==> config.mk <==
export PLATFORM = sky130hd
export DESIGN_NAME = integer_to_roman_numeral_core
export DESIGN_NICKNAME = d
export VERILOG_FILES = /design/src/i2r_pkg.sv /design/src/i2r_front.sv /design/src/i2r_fifo.sv /design/src/i2r_back.sv /design/src/integer_to_roman_numeral_core.sv
export SDC_FILE = /design/constraint.sdc
export NUM_CORES = 1
export LEC_CHECK = 0
export ABC_AREA = 1
export ABC_CLOCK_PERIOD_IN_PS = 9100
export BUFFER_PORTS_ARGS = -buffer_cell sky130_fd_sc_hd__buf_4
export CORE_AREA = 2 2 162 116
export CTS_CLUSTER_DIAMETER = 60
export DETAILED_ROUTE_END_ITERATION = 12
export DIE_AREA = 0 0 164 118
export SETUP_SLACK_MARGIN = 0.1
export SKIP_CTS_REPAIR_TIMING = 1
export SLEW_MARGIN = 20
export SYNTH_ARGS = -nofsm -noshare
export SYNTH_HDL_FRONTEND = slang
export SYNTH_SLANG_ARGS = --single-unit
==> constraint.sdc <==
create_clock -name clk -period 9.1 [get_ports clk]
set_clock_uncertainty 0.1 [all_clocks]
set_input_delay 0.91 -clock clk [delete_from_list [all_inputs] [get_ports clk]]
set_output_delay 0.91 -clock clk [all_outputs]
set_load 0.02 [all_outputs]
==> src/i2r_pkg.sv <==
// Shared types, constants and letter tables for the integer to Roman numeral core.
// No dependencies; used by every module under src.
package i2r_pkg;

  localparam int VALUE_W     = 12;
  localparam int VALUE_MAX   = 3999;
  localparam int SYMBOL_W    = 8;
  localparam int QUEUE_DEPTH = 2;
  // wide enough for 9 * 1000 during the digit split
  localparam int SPLIT_W     = 14;

  localparam logic [SYMBOL_W-1:0] ASCII_I = 8'h49;
  localparam logic [SYMBOL_W-1:0] ASCII_V = 8'h56;
  localparam logic [SYMBOL_W-1:0] ASCII_X = 8'h58;
  localparam logic [SYMBOL_W-1:0] ASCII_L = 8'h4C;
  localparam logic [SYMBOL_W-1:0] ASCII_C = 8'h43;
  localparam logic [SYMBOL_W-1:0] ASCII_D = 8'h44;
  localparam logic [SYMBOL_W-1:0] ASCII_M = 8'h4D;

  // Decimal positions, ones up to thousands
  localparam logic [1:0] POS_ONES      = 2'd0;
  localparam logic [1:0] POS_TENS      = 2'd1;
  localparam logic [1:0] POS_HUNDREDS  = 2'd2;
  localparam logic [1:0] POS_THOUSANDS = 2'd3;

  typedef enum logic [1:0] {
    SEL_ONES,
    SEL_FIVE,
    SEL_NEXT
  } letter_sel_t;

  // One classified item: error flag or four decimal digits
  typedef struct packed {
    logic             err;
    logic [3:0][3:0]  digit;  // digit[3] = thousands
  } entry_t;

  function automatic logic [SPLIT_W-1:0] step_radix(input logic [1:0] step);
    logic [SPLIT_W-1:0] r;
    unique case (step)
      2'd0:    r = SPLIT_W'(1000);
      2'd1:    r = SPLIT_W'(100);
      default: r = SPLIT_W'(10);
    endcase
    return r;
  endfunction

  // Number of letters a digit needs (0..4)
  function automatic logic [2:0] digit_len(input logic [3:0] d);
    logic [2:0] n;
    unique case (d)
      4'd1, 4'd5:        n = 3'd1;
      4'd2, 4'd4, 4'd6,
      4'd9:              n = 3'd2;
      4'd3, 4'd7:        n = 3'd3;
      4'd8:              n = 3'd4;
      default:           n = 3'd0;
    endcase
    return n;
  endfunction

  function automatic letter_sel_t letter_sel(input logic [3:0] d, input logic [1:0] k);
    letter_sel_t s;
    unique case (d)
      4'd4:              s = (k == 2'd0) ? SEL_ONES : SEL_FIVE;
      4'd5, 4'd6, 4'd7,
      4'd8:              s = (k == 2'd0) ? SEL_FIVE : SEL_ONES;
      4'd9:              s = (k == 2'd0) ? SEL_ONES : SEL_NEXT;
      default:           s = SEL_ONES;
    endcase
    return s;
  endfunction

  function automatic logic [SYMBOL_W-1:0] roman_letter(input logic [1:0] pos,
                                                       input letter_sel_t sel);
    logic [SYMBOL_W-1:0] c;
    unique case (pos)
      POS_ONES: begin
        c = (sel == SEL_ONES) ? ASCII_I : (sel == SEL_FIVE) ? ASCII_V : ASCII_X;
      end
      POS_TENS: begin
        c = (sel == SEL_ONES) ? ASCII_X : (sel == SEL_FIVE) ? ASCII_L : ASCII_C;
      end
      POS_HUNDREDS: begin
        c = (sel == SEL_ONES) ? ASCII_C : (sel == SEL_FIVE) ? ASCII_D : ASCII_M;
      end
      default: begin
        c = ASCII_M;
      end
    endcase
    return c;
  endfunction

endpackage

==> src/i2r_front.sv <==
// Input side: accepts a value, range checks it and splits it into decimal digits.
// Depends on i2r_pkg.
module i2r_front (
  input  logic                   clk,
  input  logic                   rst,
  input  logic                   in_valid,
  output logic                   in_ready,
  input  logic [i2r_pkg::VALUE_W-1:0] in_value,
  output logic                   push_valid,
  input  logic                   push_ready,
  output i2r_pkg::entry_t        push_data
);
  import i2r_pkg::*;

  typedef enum logic [1:0] {
    F_IDLE,
    F_SPLIT,
    F_PUSH
  } state_t;

  state_t             state;
  logic [1:0]         step;
  logic [VALUE_W-1:0] rem;
  entry_t             entry;

  logic [SPLIT_W-1:0] radix;
  logic [3:0]         q;
  logic [SPLIT_W-1:0] rem_sub;
  logic [VALUE_W-1:0] rem_next;

  // One digit per cycle: parallel compares against 1..9 times the radix
  always_comb begin
    radix = step_radix(step);
    q     = 4'd0;
    for (int j = 1; j <= 9; j++) begin
      if ({{(SPLIT_W-VALUE_W){1'b0}}, rem} >= SPLIT_W'(j) * radix) begin
        q = 4'(j);
      end
    end
    rem_sub  = {{(SPLIT_W-VALUE_W){1'b0}}, rem} - SPLIT_W'(q) * radix;
    rem_next = rem_sub[VALUE_W-1:0];
  end

  assign in_ready   = (state == F_IDLE);
  assign push_valid = (state == F_PUSH);
  assign push_data  = entry;

  always_ff @(posedge clk) begin
    if (rst) begin
      state <= F_IDLE;
      step  <= 2'd0;
    end else begin
      unique case (state)
        F_IDLE: begin
          if (in_valid) begin
            entry.digit <= '0;
            if (in_value == '0 || in_value > VALUE_W'(VALUE_MAX)) begin
              entry.err <= 1'b1;
              state     <= F_PUSH;
            end else begin
              entry.err <= 1'b0;
              rem       <= in_value;
              step      <= 2'd0;
              state     <= F_SPLIT;
            end
          end
        end
        F_SPLIT: begin
          entry.digit[2'(2'd3 - step)] <= q;
          rem  <= rem_next;
          step <= step + 2'd1;
          if (step == 2'd2) begin
            entry.digit[0] <= rem_next[3:0];
            state          <= F_PUSH;
          end
        end
        F_PUSH: begin
          if (push_ready) begin
            state <= F_IDLE;
          end
        end
        default: begin
          state <= F_IDLE;
        end
      endcase
    end
  end

endmodule

==> src/i2r_fifo.sv <==
// Short register queue carrying classified items from the front to the back.
// Depends on i2r_pkg for the entry type.
module i2r_fifo #(
  parameter int DEPTH = i2r_pkg::QUEUE_DEPTH
) (
  input  logic            clk,
  input  logic            rst,
  input  logic            push_valid,
  output logic            push_ready,
  input  i2r_pkg::entry_t push_data,
  output logic            pop_valid,
  input  logic            pop_ready,
  output i2r_pkg::entry_t pop_data
);
  import i2r_pkg::*;

  localparam int PTR_W = (DEPTH > 1) ? $clog2(DEPTH) : 1;
  localparam int CNT_W = $clog2(DEPTH + 1);

  entry_t             mem [DEPTH];
  logic [PTR_W-1:0]   wr_ptr;
  logic [PTR_W-1:0]   rd_ptr;
  logic [CNT_W-1:0]   count;
  logic               do_push;
  logic               do_pop;

  assign push_ready = (count != CNT_W'(DEPTH));
  assign pop_valid  = (count != '0);
  assign pop_data   = mem[rd_ptr];
  assign do_push    = push_valid && push_ready;
  assign do_pop     = pop_valid && pop_ready;

  always_ff @(posedge clk) begin
    if (do_push) begin
      mem[wr_ptr] <= push_data;
    end
  end

  always_ff @(posedge clk) begin
    if (rst) begin
      wr_ptr <= '0;
      rd_ptr <= '0;
      count  <= '0;
    end else begin
      if (do_push) begin
        wr_ptr <= (wr_ptr == PTR_W'(DEPTH - 1)) ? '0 : wr_ptr + PTR_W'(1);
      end
      if (do_pop) begin
        rd_ptr <= (rd_ptr == PTR_W'(DEPTH - 1)) ? '0 : rd_ptr + PTR_W'(1);
      end
      if (do_push && !do_pop) begin
        count <= count + CNT_W'(1);
      end else if (do_pop && !do_push) begin
        count <= count - CNT_W'(1);
      end
    end
  end

endmodule

==> src/i2r_back.sv <==
// Output side: walks the digits of one item and emits one letter per beat.
// Depends on i2r_pkg for the entry type and the letter tables.
module i2r_back (
  input  logic                        clk,
  input  logic                        rst,
  input  logic                        pop_valid,
  output logic                        pop_ready,
  input  i2r_pkg::entry_t             pop_data,
  output logic                        out_valid,
  input  logic                        out_ready,
  output logic [i2r_pkg::SYMBOL_W-1:0] out_symbol,
  output logic                        out_last,
  output logic                        out_error
);
  import i2r_pkg::*;

  typedef enum logic {
    B_IDLE,
    B_RUN
  } state_t;

  state_t      state;
  entry_t      entry;
  logic [1:0]  pos;
  logic [1:0]  k;

  logic [3:0]  cur;
  logic [2:0]  len;
  logic        digit_done;
  logic        lower_zero;
  logic        slot_free;
  logic        emit;
  logic [SYMBOL_W-1:0] sym;

  always_comb begin
    cur        = entry.digit[pos];
    len        = digit_len(cur);
    digit_done = ({1'b0, k} == len - 3'd1);
    sym        = roman_letter(pos, letter_sel(cur, k));
    unique case (pos)
      POS_THOUSANDS: lower_zero = (entry.digit[2] == '0) && (entry.digit[1] == '0)
                                  && (entry.digit[0] == '0);
      POS_HUNDREDS:  lower_zero = (entry.digit[1] == '0) && (entry.digit[0] == '0);
      POS_TENS:      lower_zero = (entry.digit[0] == '0);
      default:       lower_zero = 1'b1;
    endcase
  end

  assign slot_free = !out_valid || out_ready;
  assign pop_ready = (state == B_IDLE);
  // a beat is loaded into the output register this cycle: error beat or a letter of a nonempty digit
  assign emit      = (state == B_RUN) && slot_free && (entry.err || (len != 3'd0));

  always_ff @(posedge clk) begin
    if (rst) begin
      state     <= B_IDLE;
      out_valid <= 1'b0;
      pos       <= POS_THOUSANDS;
      k         <= 2'd0;
    end else begin
      if (emit) begin
        out_valid <= 1'b1;
      end else if (out_ready) begin
        out_valid <= 1'b0;
      end
      unique case (state)
        B_IDLE: begin
          if (pop_valid) begin
            entry <= pop_data;
            pos   <= POS_THOUSANDS;
            k     <= 2'd0;
            state <= B_RUN;
          end
        end
        B_RUN: begin
          if (slot_free) begin
            if (entry.err) begin
              out_symbol <= '0;
              out_last   <= 1'b1;
              out_error  <= 1'b1;
              state      <= B_IDLE;
            end else if (len == 3'd0) begin
              // empty digit: step to the next position without a beat
              pos <= pos - 2'd1;
            end else begin
              out_symbol <= sym;
              out_error  <= 1'b0;
              out_last   <= digit_done && lower_zero;
              if (digit_done) begin
                k   <= 2'd0;
                pos <= pos - 2'd1;
                if (lower_zero) begin
                  state <= B_IDLE;
                end
              end else begin
                k <= k + 2'd1;
              end
            end
          end
        end
        default: begin
          state <= B_IDLE;
        end
      endcase
    end
  end

endmodule

==> src/integer_to_roman_numeral_core.sv <==
// Integer to Roman numeral converter. Each input beat carries a value; for 1..3999
// the core sends the numeral as one ASCII letter per output beat, most significant
// first, with tlast on the final letter and tuser low. A value of 0 or above 3999
// gives a single beat with tdata zero, tlast and tuser high. The front takes a value,
// splits it into decimal digits in its split state and offers it to the queue from
// its push state, so it takes no new beat until the item is pushed (an out-of-range
// value skips the split). The back loads an item while idle, then emits one letter
// per cycle unless the output stalls (1 to 15 letters), stepping past each zero digit
// ahead of the last nonzero digit without a beat; the slower side sets the sustained rate.
// Depends on i2r_pkg, i2r_front, i2r_fifo and i2r_back.
module integer_to_roman_numeral_core #(
  parameter int QUEUE_DEPTH = i2r_pkg::QUEUE_DEPTH
) (
  input  logic        clk,
  input  logic        rst,
  input  logic        s_tvalid,
  output logic        s_tready,
  input  logic [15:0] s_tdata,   // [11:0] value, [15:12] zero
  output logic        m_tvalid,
  input  logic        m_tready,
  output logic [7:0]  m_tdata,   // [7:0] symbol
  output logic        m_tlast,
  output logic        m_tuser    // [0] error
);
  import i2r_pkg::*;

  entry_t push_data;
  entry_t pop_data;
  logic   push_valid;
  logic   push_ready;
  logic   pop_valid;
  logic   pop_ready;

  i2r_front u_front (
    .clk        (clk),
    .rst        (rst),
    .in_valid   (s_tvalid),
    .in_ready   (s_tready),
    .in_value   (s_tdata[VALUE_W-1:0]),
    .push_valid (push_valid),
    .push_ready (push_ready),
    .push_data  (push_data)
  );

  i2r_fifo #(
    .DEPTH (QUEUE_DEPTH)
  ) u_fifo (
    .clk        (clk),
    .rst        (rst),
    .push_valid (push_valid),
    .push_ready (push_ready),
    .push_data  (push_data),
    .pop_valid  (pop_valid),
    .pop_ready  (pop_ready),
    .pop_data   (pop_data)
  );

  i2r_back u_back (
    .clk        (clk),
    .rst        (rst),
    .pop_valid  (pop_valid),
    .pop_ready  (pop_ready),
    .pop_data   (pop_data),
    .out_valid  (m_tvalid),
    .out_ready  (m_tready),
    .out_symbol (m_tdata),
    .out_last   (m_tlast),
    .out_error  (m_tuser)
  );

endmodule

==> results of run 1 <==
==> sequential cells by signal, indices dropped and copies added, names as in the netlist, 2 cells and up <==
signal             cells
u_front.state          2
u_back.k               2
u_back.entry          17
u_fifo.count           2
u_front.push_data     17
u_fifo.mem            34
u_front.step           2
u_front.rem           12
u_back.out_symbol      6
u_back.pos             2
==> final timing paths <==
kind / slack [ns] / depth (start not counted) / from / end
setup / recovery: 1.93 / 31 / u_front.step[1] / u_front.rem[11]
hold / removal: 0.37 / 0 / u_front.push_data[16] / u_fifo.mem[0][16]
setup reg to reg: 1.93 / 31 / u_front.step[1] / u_front.rem[11]
hold reg to reg: 0.37 / 0 / u_front.push_data[16] / u_fifo.mem[0][16]
==> Yosys cell counts (2+ instances only) <==
cell type / number / area share
a211oi_1: 4 / 0.0040
a21boi_0: 3 / 0.0030
a21oi_1: 70 / 0.046
a22oi_1: 3 / 0.0030
a31oi_1: 3 / 0.0025
and2_1: 2 / 0.0017
buf_2: 3 / 0.0020
buf_4: 3 / 0.0030
buf_6: 2 / 0.0030
clkbuf_1: 7 / 0.0035
clkinv_1: 2 / 0.00099
dfxtp_1: 14 / 0.037
edfxtp_1: 88 / 0.35
fa_1: 17 / 0.045
ha_1: 87 / 0.14
inv_1: 128 / 0.063
inv_2: 5 / 0.0025
nand2_1: 226 / 0.11
nand2_2: 8 / 0.0066
nand2_4: 2 / 0.0030
nand3_1: 39 / 0.026
nand3_2: 2 / 0.0026
nand3b_1: 2 / 0.0020
nand4_1: 9 / 0.0074
nor2_1: 77 / 0.038
nor2_2: 2 / 0.0017
nor3_1: 9 / 0.0060
nor4_1: 11 / 0.0091
o211ai_1: 3 / 0.0030
o21ai_0: 48 / 0.032
o21ai_1: 3 / 0.0020
o21ai_2: 2 / 0.0023
o21bai_1: 3 / 0.0030
or2_2: 4 / 0.0033
xnor2_1: 8 / 0.0093
xor2_1: 3 / 0.0035
==> final cells by class <==
class                           instances  area (µm²)  area share
Clock inverter                          4        32.5     0.00391
Sequential cell                       102        2920       0.351
Timing Repair Buffer                   33         248      0.0297
Multi-Input combinational cell        660        4040       0.485
Clock buffer                           12         278      0.0334
Inverter                              136         515      0.0619
Tap cell                              236         295      0.0355
==> cell families (layout without fill, tap and decap cells) <==
kind of cell    after synthesis  in the layout  share of synthesized area
xor+xnor                     11             11                     0.0127
fa+ha+maj                   104            104                      0.189
buf+inv                     152            185                     0.0822
flops                       102            102                      0.386
simple gates                397            397                      0.224
other cells                   1              2                   0.000496
compound gates              146            146                      0.106
==> per-stage QoR <==
step | worst slack [ns] | instance area [µm²] | util | hold slack [ns]
floorplan | 3.19 | 7570 | - | 0.321
global placement | 2.03 | 8010 | 0.450 | 0.356
detailed placement | 2.04 | 8010 | 0.450 | 0.361
CTS | 2.02 | 8320 | 0.467 | 0.379
global route | 1.41 | 8330 | 0.468 | 0.391
finish | 1.93 | 8330 | 0.468 | 0.373
==> cell usage in the layout (no fill, tap or decap), drive strengths merged, types with 2 or more instances in the layout <==
| master | netlist | routed |
|---|---|---|
| nor2 | 79 | 79 |
| nand2 | 236 | 236 |
| xor2 | 3 | 3 |
| clkinv | 2 | 2 |
| fa | 17 | 17 |
| o21ai | 53 | 53 |
| ha | 87 | 87 |
| inv | 134 | 138 |
| a211oi | 4 | 4 |
| dfxtp | 14 | 14 |
| clkbuf | 7 | 12 |
| a31oi | 3 | 3 |
| or2 | 5 | 5 |
| and2 | 3 | 3 |
| a21oi | 71 | 71 |
| o211ai | 3 | 3 |
| nand4 | 9 | 9 |
| nor4 | 11 | 11 |
| buf | 9 | 33 |
| nand3b | 2 | 2 |
| a22oi | 3 | 3 |
| a21boi | 3 | 3 |
| o21bai | 3 | 3 |
| edfxtp | 88 | 88 |
| nor3 | 9 | 9 |
| conb | 1 | 2 |
| nand3 | 41 | 41 |
| xnor2 | 8 | 8 |
==> routing by layer <==
metal	part of all wire	global-route usage
met1	0.53	0.333
met3	0.092	0.0578
met4	0.0052	0.0329
met5	0	0
met2	0.38	0.282
==> results.toml, run 1 <==
[place]
dp.cells = 1167
port_buffers = 25
place.gp.congestion = 1.00
dpl.hpwl_mm = 15.0

[sta]
post-route-period-util = 0.788
fmax_ghz = 0.139
maxSlewViolCount = 0
rsz0062_at_grt = "no"
period_minus_slack_ns = 7.17
setup_viol = 0
max_slew_margin = 0.376
fin_setup_tns_ns = 0
max_slew.worst_pin.slew_ns = 0.935
finalHoldViolCount = 0

[floorplan]
fp-row-count = 41
core-area_um2 = 17800
boundaryPins = 32
dieWidth_um = 164
die_height_um = 118
start_util = 0.425
die-area_um2 = 19400

[setup_path]
cp_top_family = "adder cells"
worst-path-max-fanout = 18
crit_required_ns = 9.08
cpMaxStageDelayCell = "inv_1"
crit_path_start_kind = "flip-flop"
end_kind = "flip-flop"
path_class = "reg -> reg"
cp.arrival_ns = 7.15
max_stage_delay_ns = 0.58
crit_top_cell = "inv_1"
path_buf_inv = 9

[cts]
tritoncts = "done"
clock_latency_ns = 0.35
cts_buffer_depth = 2
clkSlewWorstSetupHoldPaths_ns = 0.08
cts.sinks = 102
root_buffer = "clkbuf_16"
cts-buffers-inserted = 9
htreeDepth = 3

[finish]
nNetsFinal = 1066
final_cells = 1183
syn_to_final_growth_pct = 10.1
insertedDiodeCount = 0
layout-drive-gt1-share = 0.0855
num-fill-cells = 1728

[yosys]
synth_cell_types = 47
synth-main-ff-cell = "edfxtp_1"
async_reset_ff_frac = 0
yosys_warnings = 0
synth_edf_count = 88
avgSynthCellArea_um2 = 8.29
ys_ff_latch = 102
synth_cells = 913
netlist_area_um2 = 7570
ys_seq_area_frac = 0.386

[global_route]
grt_max_degree = 27
grt_pass1_vias = 5789
antenna_found_initial = 0
grt_use_total = 0.209
grt_pass1_wl_mm = 31.3
overflow = 0

[worst_hold_path]
hp-class = "reg -> reg"

[route]
firstDrtPassIters = 7
drc_errors = 0
drtAntennaViolNets = 0
vias = 6117
drt_iter0_drc = 578
wl_per_cell_um = 16.0
finalWirelength_mm = 18.9
via_per_inst = 5.17

[status]
status = "finished clean"

[run]
maxCapViolCount = 0
Power of run 1 is not shown: default switching activity piles up to over one toggle a cycle in this logic, so the estimate is an artifact.
==> run 2, diff against run 1 <==
--- a/config.mk
+++ b/config.mk
@@ -5,13 +5,13 @@
 export SDC_FILE = /design/constraint.sdc
 export NUM_CORES = 1
 export LEC_CHECK = 0
-export ABC_AREA = 1
-export ABC_CLOCK_PERIOD_IN_PS = 9100
+export ABC_AREA = 0
+export ABC_CLOCK_PERIOD_IN_PS = 7300
 export BUFFER_PORTS_ARGS = -buffer_cell sky130_fd_sc_hd__buf_4
-export CORE_AREA = 2 2 162 116
+export CORE_AREA = 2 2 161 116
 export CTS_CLUSTER_DIAMETER = 60
 export DETAILED_ROUTE_END_ITERATION = 12
-export DIE_AREA = 0 0 164 118
+export DIE_AREA = 0 0 163 118
 export SETUP_SLACK_MARGIN = 0.1
 export SKIP_CTS_REPAIR_TIMING = 1
 export SLEW_MARGIN = 20
==> constraint.sdc (replaced) <==
create_clock -name clk -period 7.3 [get_ports clk]
set_clock_uncertainty 0.1 [all_clocks]
set_input_delay 0.73 -clock clk [delete_from_list [all_inputs] [get_ports clk]]
set_output_delay 0.73 -clock clk [all_outputs]
set_load 0.02 [all_outputs]
==> run 2 against run 1 <==
  * Global-route usage down 1.4 points
  * Clock-buffer cell count down 3
  * Cell count down 16%
  * Die area down 0.61%
  * Synthesized cell count fell by 21%
  * Critical path depth is 6 lower
  * Critical endpoint unchanged
  * Register-to-register slack worse by 1.4 ns
  * Worst hold slack got worse by 0.0018 ns
  * Final area shrank 0.20%
  * Largest cell class unchanged
  * Via count shrank 11%
==> results.toml, run 2 <==
[status]
status = "finished clean"

[setup_path]
path_buf_inv = 5
startpoint = "u_front.step[1]"
worstReg2RegStart = "u_front.step[1]"
cp_top_family = "adder cells"
max_stage_delay_ns = 0.49
cp.arrival_ns = 6.73
path_class = "reg -> reg"
crit_path_start_kind = "flip-flop"
end_kind = "flip-flop"
crit_required_ns = 7.30
cpMaxStageDelayCell = "fa_1"
worst-path-max-fanout = 11

[yosys]
synthTopCellsByArea = "edfxtp_1 (35%), ha_1 (15%), fa_1 (4.6%), inv_1 (4.1%), dfxtp_1 (3.8%)"
ys_seq_area_frac = 0.392
synthXorXnorAreaFrac = 0.0188
netlist_area_um2 = 7460
ys_ff_latch = 102
muxShareOfSynthArea = 0.0461
yosysMostFrequentCell = "edfxtp_1"
yosys_warnings = 0
synth_top_family_by_area = "adder cells"
avgSynthCellArea_um2 = 10.3
synth_cell_types = 74
synth_top_area_share = 0.354
synth_cells = 722
synth_compound_area_frac = 0.151
yosys-top-cells-count = "edfxtp_1 (88), ha_1 (87), inv_1 (81)"
synth_edf_count = 88
synth-main-ff-cell = "edfxtp_1"
synth_top_area_cell = "edfxtp_1"
async_reset_ff_frac = 0
synth_fa_ha_area_frac = 0.192
synth_simple_gate_area_share = 0.146

[run]
maxCapViolCount = 0

[route]
via_per_inst = 5.46
drtAntennaViolNets = 0
vias = 5418
finalWirelength_mm = 18.0
drt_iter0_drc = 444
drc_errors = 0
wl_per_cell_um = 18.1
firstDrtPassIters = 5

[finish]
nNetsFinal = 877
insertedDiodeCount = 0
regMostFlops = "u_fifo.mem"
final_cell_mix = "edfxtp_1 (88), ha_1 (87), inv_1 (80)"
layout-drive-gt1-share = 0.132
layout_commonest_cell = "edfxtp_1"
syn_to_final_growth_pct = 11.5
post-route-util = 0.470
largest_reg_flops = 34
final_cells = 993

[sta]
period_minus_slack_ns = 6.73
post-route-period-util = 0.922
max_slew_margin = 0.419
setup_viol = 0
finalHoldViolCount = 0
fmax_ghz = 0.149
max_slew.worst_pin.slew_ns = 0.871
maxSlewViolCount = 0
rsz0062_at_grt = "no"
fin_setup_tns_ns = 0

[cts]
tritoncts = "done"
root_buffer = "clkbuf_16"
htreeDepth = 3
clock_latency_ns = 0.35
clkSlewWorstSetupHoldPaths_ns = 0.07
cts-buffers-inserted = 9
cts.sinks = 102
cts_buffer_depth = 2

[floorplan]
core-area_um2 = 17700
dieWidth_um = 163
start_util = 0.421
fp-row-count = 41
die_height_um = 118
die-area_um2 = 19200
boundaryPins = 32

[global_route]
antenna_found_initial = 0
grt_max_degree = 42
grt_pass1_wl_mm = 29.2
overflow = 0
grt_pass1_vias = 5262
grt_use_total = 0.196

[place]
dp.cells = 978
dpl.hpwl_mm = 13.8
port_buffers = 25
place.gp.congestion = 0.886

[worst_hold_path]
worstHoldStart = "u_front.push_data[16]"
hp-class = "reg -> reg"
run 2: cells by family (layout without fill, tap and decap cells):
kind of cell               count (synthesis)  count (layout)
AOI/OAI and AO/OA                        159             159
xor gates and xnor gates                  16              16
adders and majority gates                104             104
buffers and inverters                    102             136
DFF                                      102             102
muxes                                     27              27
other                                      1               2
and+or+nand+nor                          211             211
run 2: area by class of cell:
class	instances	area, µm²
fillers	1649	9390
flip-flops and latches	102	2920
inverters	82	312
multi-input cells	519	4160
repair buffers	39	293
clock buffers	9	225
clock inverters	6	100
well taps	236	295
run 2: routing by layer:
layer / up-vias / global-route usage / routed length [µm]
met5: - / 0 / 0
met4: 0 / 0.0420 / 200
met3: 13 / 0.0521 / 1150
met2: 141 / 0.273 / 7390
met1: 2595 / 0.300 / 9230
li1: 2669 / - / -
run 2: path summary, 6_finish.rpt:
| path | endpoint | slack, ns | cells after the start |
|---|---|---|---|
| max | u_front.rem[11] | 0.57 | 25 |
| min | u_fifo.mem[1][16] | 0.37 | 0 |
| max reg2reg | u_front.rem[11] | 0.57 | 25 |
| min reg2reg | u_fifo.mem[1][16] | 0.37 | 0 |
run 2: worst register-to-register path, cell delays in order (launching register included):
cell        delay (ns)
dfxtp_1           0.37
clkinvlp_4        0.23
ha_1              0.28
inv_1             0.36
ha_1              0.38
or3b_1            0.45
a2111oi_1         0.40
nor3_1            0.12
o21ai_2           0.10
nand2b_1          0.14
a31oi_2           0.08
or3_1             0.37
fa_1              0.49
inv_1             0.04
ha_1              0.28
inv_1             0.08
fa_1              0.42
ha_1              0.34
inv_1             0.09
nor2_1            0.04
o21ai_0           0.24
a31oi_1           0.19
or4_1             0.44
a31oi_1           0.25
xnor2_1           0.15
o21ai_1           0.07
run 2: stage by stage:
stage	instance area [µm²]	hold WS (ns)	worst slack, ns
after global routing	8310	0.383	0.0937
after global placement	7970	0.341	0.610
after floorplan	7460	0.321	0.915
after CTS	8290	0.378	0.479
after detailed placement	7970	0.362	0.519
final	8310	0.371	0.570
Power of run 2 is left out for the same reason.
==> run 3, diff against run 2 <==
--- a/config.mk
+++ b/config.mk
@@ -17,4 +17,5 @@
 export SLEW_MARGIN = 20
 export SYNTH_ARGS = -nofsm -noshare
 export SYNTH_HDL_FRONTEND = slang
+export SYNTH_HIERARCHICAL = 1
 export SYNTH_SLANG_ARGS = --single-unit
==> run 3 against run 2 <==
  * Worst hold slack got worse by 0.012 ns
  * Critical path depth unchanged
  * Non-clock buffer count unchanged
  * Die area unchanged
  * Maximum frequency decreased by 2.1%
  * Area after synthesis about the same
  * Sequential share of layout area increased by 0.33 points
  * Setup slack got worse by 0.15 ns
  * Synthesized cell count decreased by 0.42%
  * Critical endpoint is now u_front/rem[11]
==> results.toml, run 3 <==
[finish]
insertedDiodeCount = 0
num-fill-cells = 1651
largest_reg_flops = 34
final_cell_mix = "edfxtp_1 (88), ha_1 (82), inv_1 (81)"
nNetsFinal = 875
regMostFlops = "u_fifo/mem"
syn_to_final_growth_pct = 11.1
layout-drive-gt1-share = 0.142
layout_commonest_cell = "edfxtp_1"

[yosys]
yosysMostFrequentCell = "edfxtp_1"
yosys-top-cells-count = "edfxtp_1 (88), ha_1 (87), inv_1 (81)"
avgSynthCellArea_um2 = 10.4
ys_seq_area_frac = 0.394
synth_cells = 719
synthTopCellsByArea = "edfxtp_1 (35%), ha_1 (15%), fa_1 (4.6%), inv_1 (4.1%), dfxtp_1 (4.0%)"
synth-main-ff-cell = "edfxtp_1"
yosys_warnings = 6
synth_top_area_cell = "edfxtp_1"
ys_ff_latch = 103
synth_edf_count = 88
synth_top_area_share = 0.354
synth_cell_types = 82
async_reset_ff_frac = 0
netlist_area_um2 = 7460

[place]
place.gp.congestion = 0.896
dpl.hpwl_mm = 13.8
port_buffers = 25

[cts]
cts-buffers-inserted = 9
clock_latency_ns = 0.35
htreeDepth = 3
root_buffer = "clkbuf_16"
cts_buffer_depth = 2
clkSlewWorstSetupHoldPaths_ns = 0.08
tritoncts = "done"
cts.sinks = 103

[sta]
rsz0062_at_grt = "no"
post-route-period-util = 0.942
setup_viol = 0
max_slew_margin = 0.310
fin_setup_tns_ns = 0
finalHoldViolCount = 0
fmax_ghz = 0.145
maxSlewViolCount = 0
max_slew.worst_pin.slew_ns = 1.03
period_minus_slack_ns = 6.88

[floorplan]
die-area_um2 = 19200
fp-row-count = 41
dieWidth_um = 163
boundaryPins = 32
start_util = 0.422
core-area_um2 = 17700
die_height_um = 118

[setup_path]
crit_required_ns = 7.29
worst-path-max-fanout = 15
path_class = "reg -> reg"
crit_path_start_kind = "flip-flop"
end_kind = "flip-flop"
cp.arrival_ns = 6.87

[route]
wl_per_cell_um = 17.8
via_per_inst = 5.56
vias = 5519
firstDrtPassIters = 4
drtAntennaViolNets = 0
finalWirelength_mm = 17.7
drc_errors = 0
drt_iter0_drc = 320

[status]
status = "finished clean"

[global_route]
grt_use_total = 0.189
grt_max_degree = 43
grt_pass1_vias = 5340
overflow = 0
grt_pass1_wl_mm = 28.3
antenna_found_initial = 0

[worst_hold_path]
hp-class = "reg -> reg"

[run]
maxCapViolCount = 0
## run 3: cell types whose count changed after synthesis, sizes merged, moves of 4 or more
cell	delta
a22oi	+4
nor3	-6
o21a	-5
a2111oi	-4
clkbuf	-5
nor2b	-7
buf	+4
a21oi	+11
o21ai	-13
or2	+6
## run 3: final timing paths
check / from / to / slack [ns] / cells after the start
worst max-delay path: u_front/step[1] / u_front/rem[11] / 0.42 / 25
worst min-delay path: u_front/push_data[16] / u_fifo/mem[1][16] / 0.36 / 0
worst max register to register: u_front/step[1] / u_front/rem[11] / 0.42 / 25
worst min register to register: u_front/push_data[16] / u_fifo/mem[1][16] / 0.36 / 0
## run 3: cell type report
class	instances	area (µm²)	area share
Clock buffer	10	229	0.0276
Clock inverter	6	61.3	0.00740
Inverter	83	315	0.0380
Multi-Input combinational cell	515	4150	0.501
Sequential cell	103	2940	0.355
Tap cell	236	295	0.0356
Timing Repair Buffer	39	293	0.0353
## run 3: routing by layer
metal,share of wire,up-vias,track usage
met1,0.51,2671,0.295
met3,0.065,10,0.0430
li1,-,2672,-
met5,0,-,0
met2,0.42,166,0.268
met4,0.0053,0,0.0354
## run 3: critical path, cell delays in order (launching register included)
cell and delay [ns]:
dfxtp_1 0.38, inv_1 0.16, ha_2 0.22, clkinv_1 0.09, buf_4 0.21, ha_2 0.35
inv_1 0.08, ha_1 0.30, or3b_1 0.40, or4_4 0.53, and3b_4 0.21, a211oi_2 0.25
nand2_1 0.14, fa_1 0.43, fa_1 0.49, inv_1 0.06, fa_1 0.50, inv_1 0.04
ha_1 0.35, and3_1 0.19, a21oi_1 0.16, a31oi_1 0.15, or4_1 0.42, a31oi_1 0.21
xnor2_1 0.13, o21ai_0 0.08
## run 3: per-stage QoR
stage | area, µm² | std cells | util | hold WS [ns] | setup slack [ns]
final | 8290 | 992 | 0.468 | 0.359 | 0.423
after global routing | 8290 | 992 | 0.468 | 0.382 | 0.106
after CTS | 8250 | 992 | 0.466 | 0.358 | 0.283
after detailed placement | 7960 | 976 | 0.450 | 0.340 | 0.284
after global placement | 7960 | 976 | 0.450 | 0.340 | 0.288
after floorplan | 7470 | 720 | - | 0.321 | 0.125
## run 3: cells by family after synthesis
logic type      count (synthesis)  share of synthesized area
buf+inv                       102                     0.0553
other cells                     1                   0.000503
fa+ha+maj                     104                      0.191
compound gates                165                      0.148
simple gates                  197                      0.137
flops                         103                      0.394
xor+xnor                       18                     0.0236
mux                            29                     0.0493
Power of run 3 is left out for the same reason.
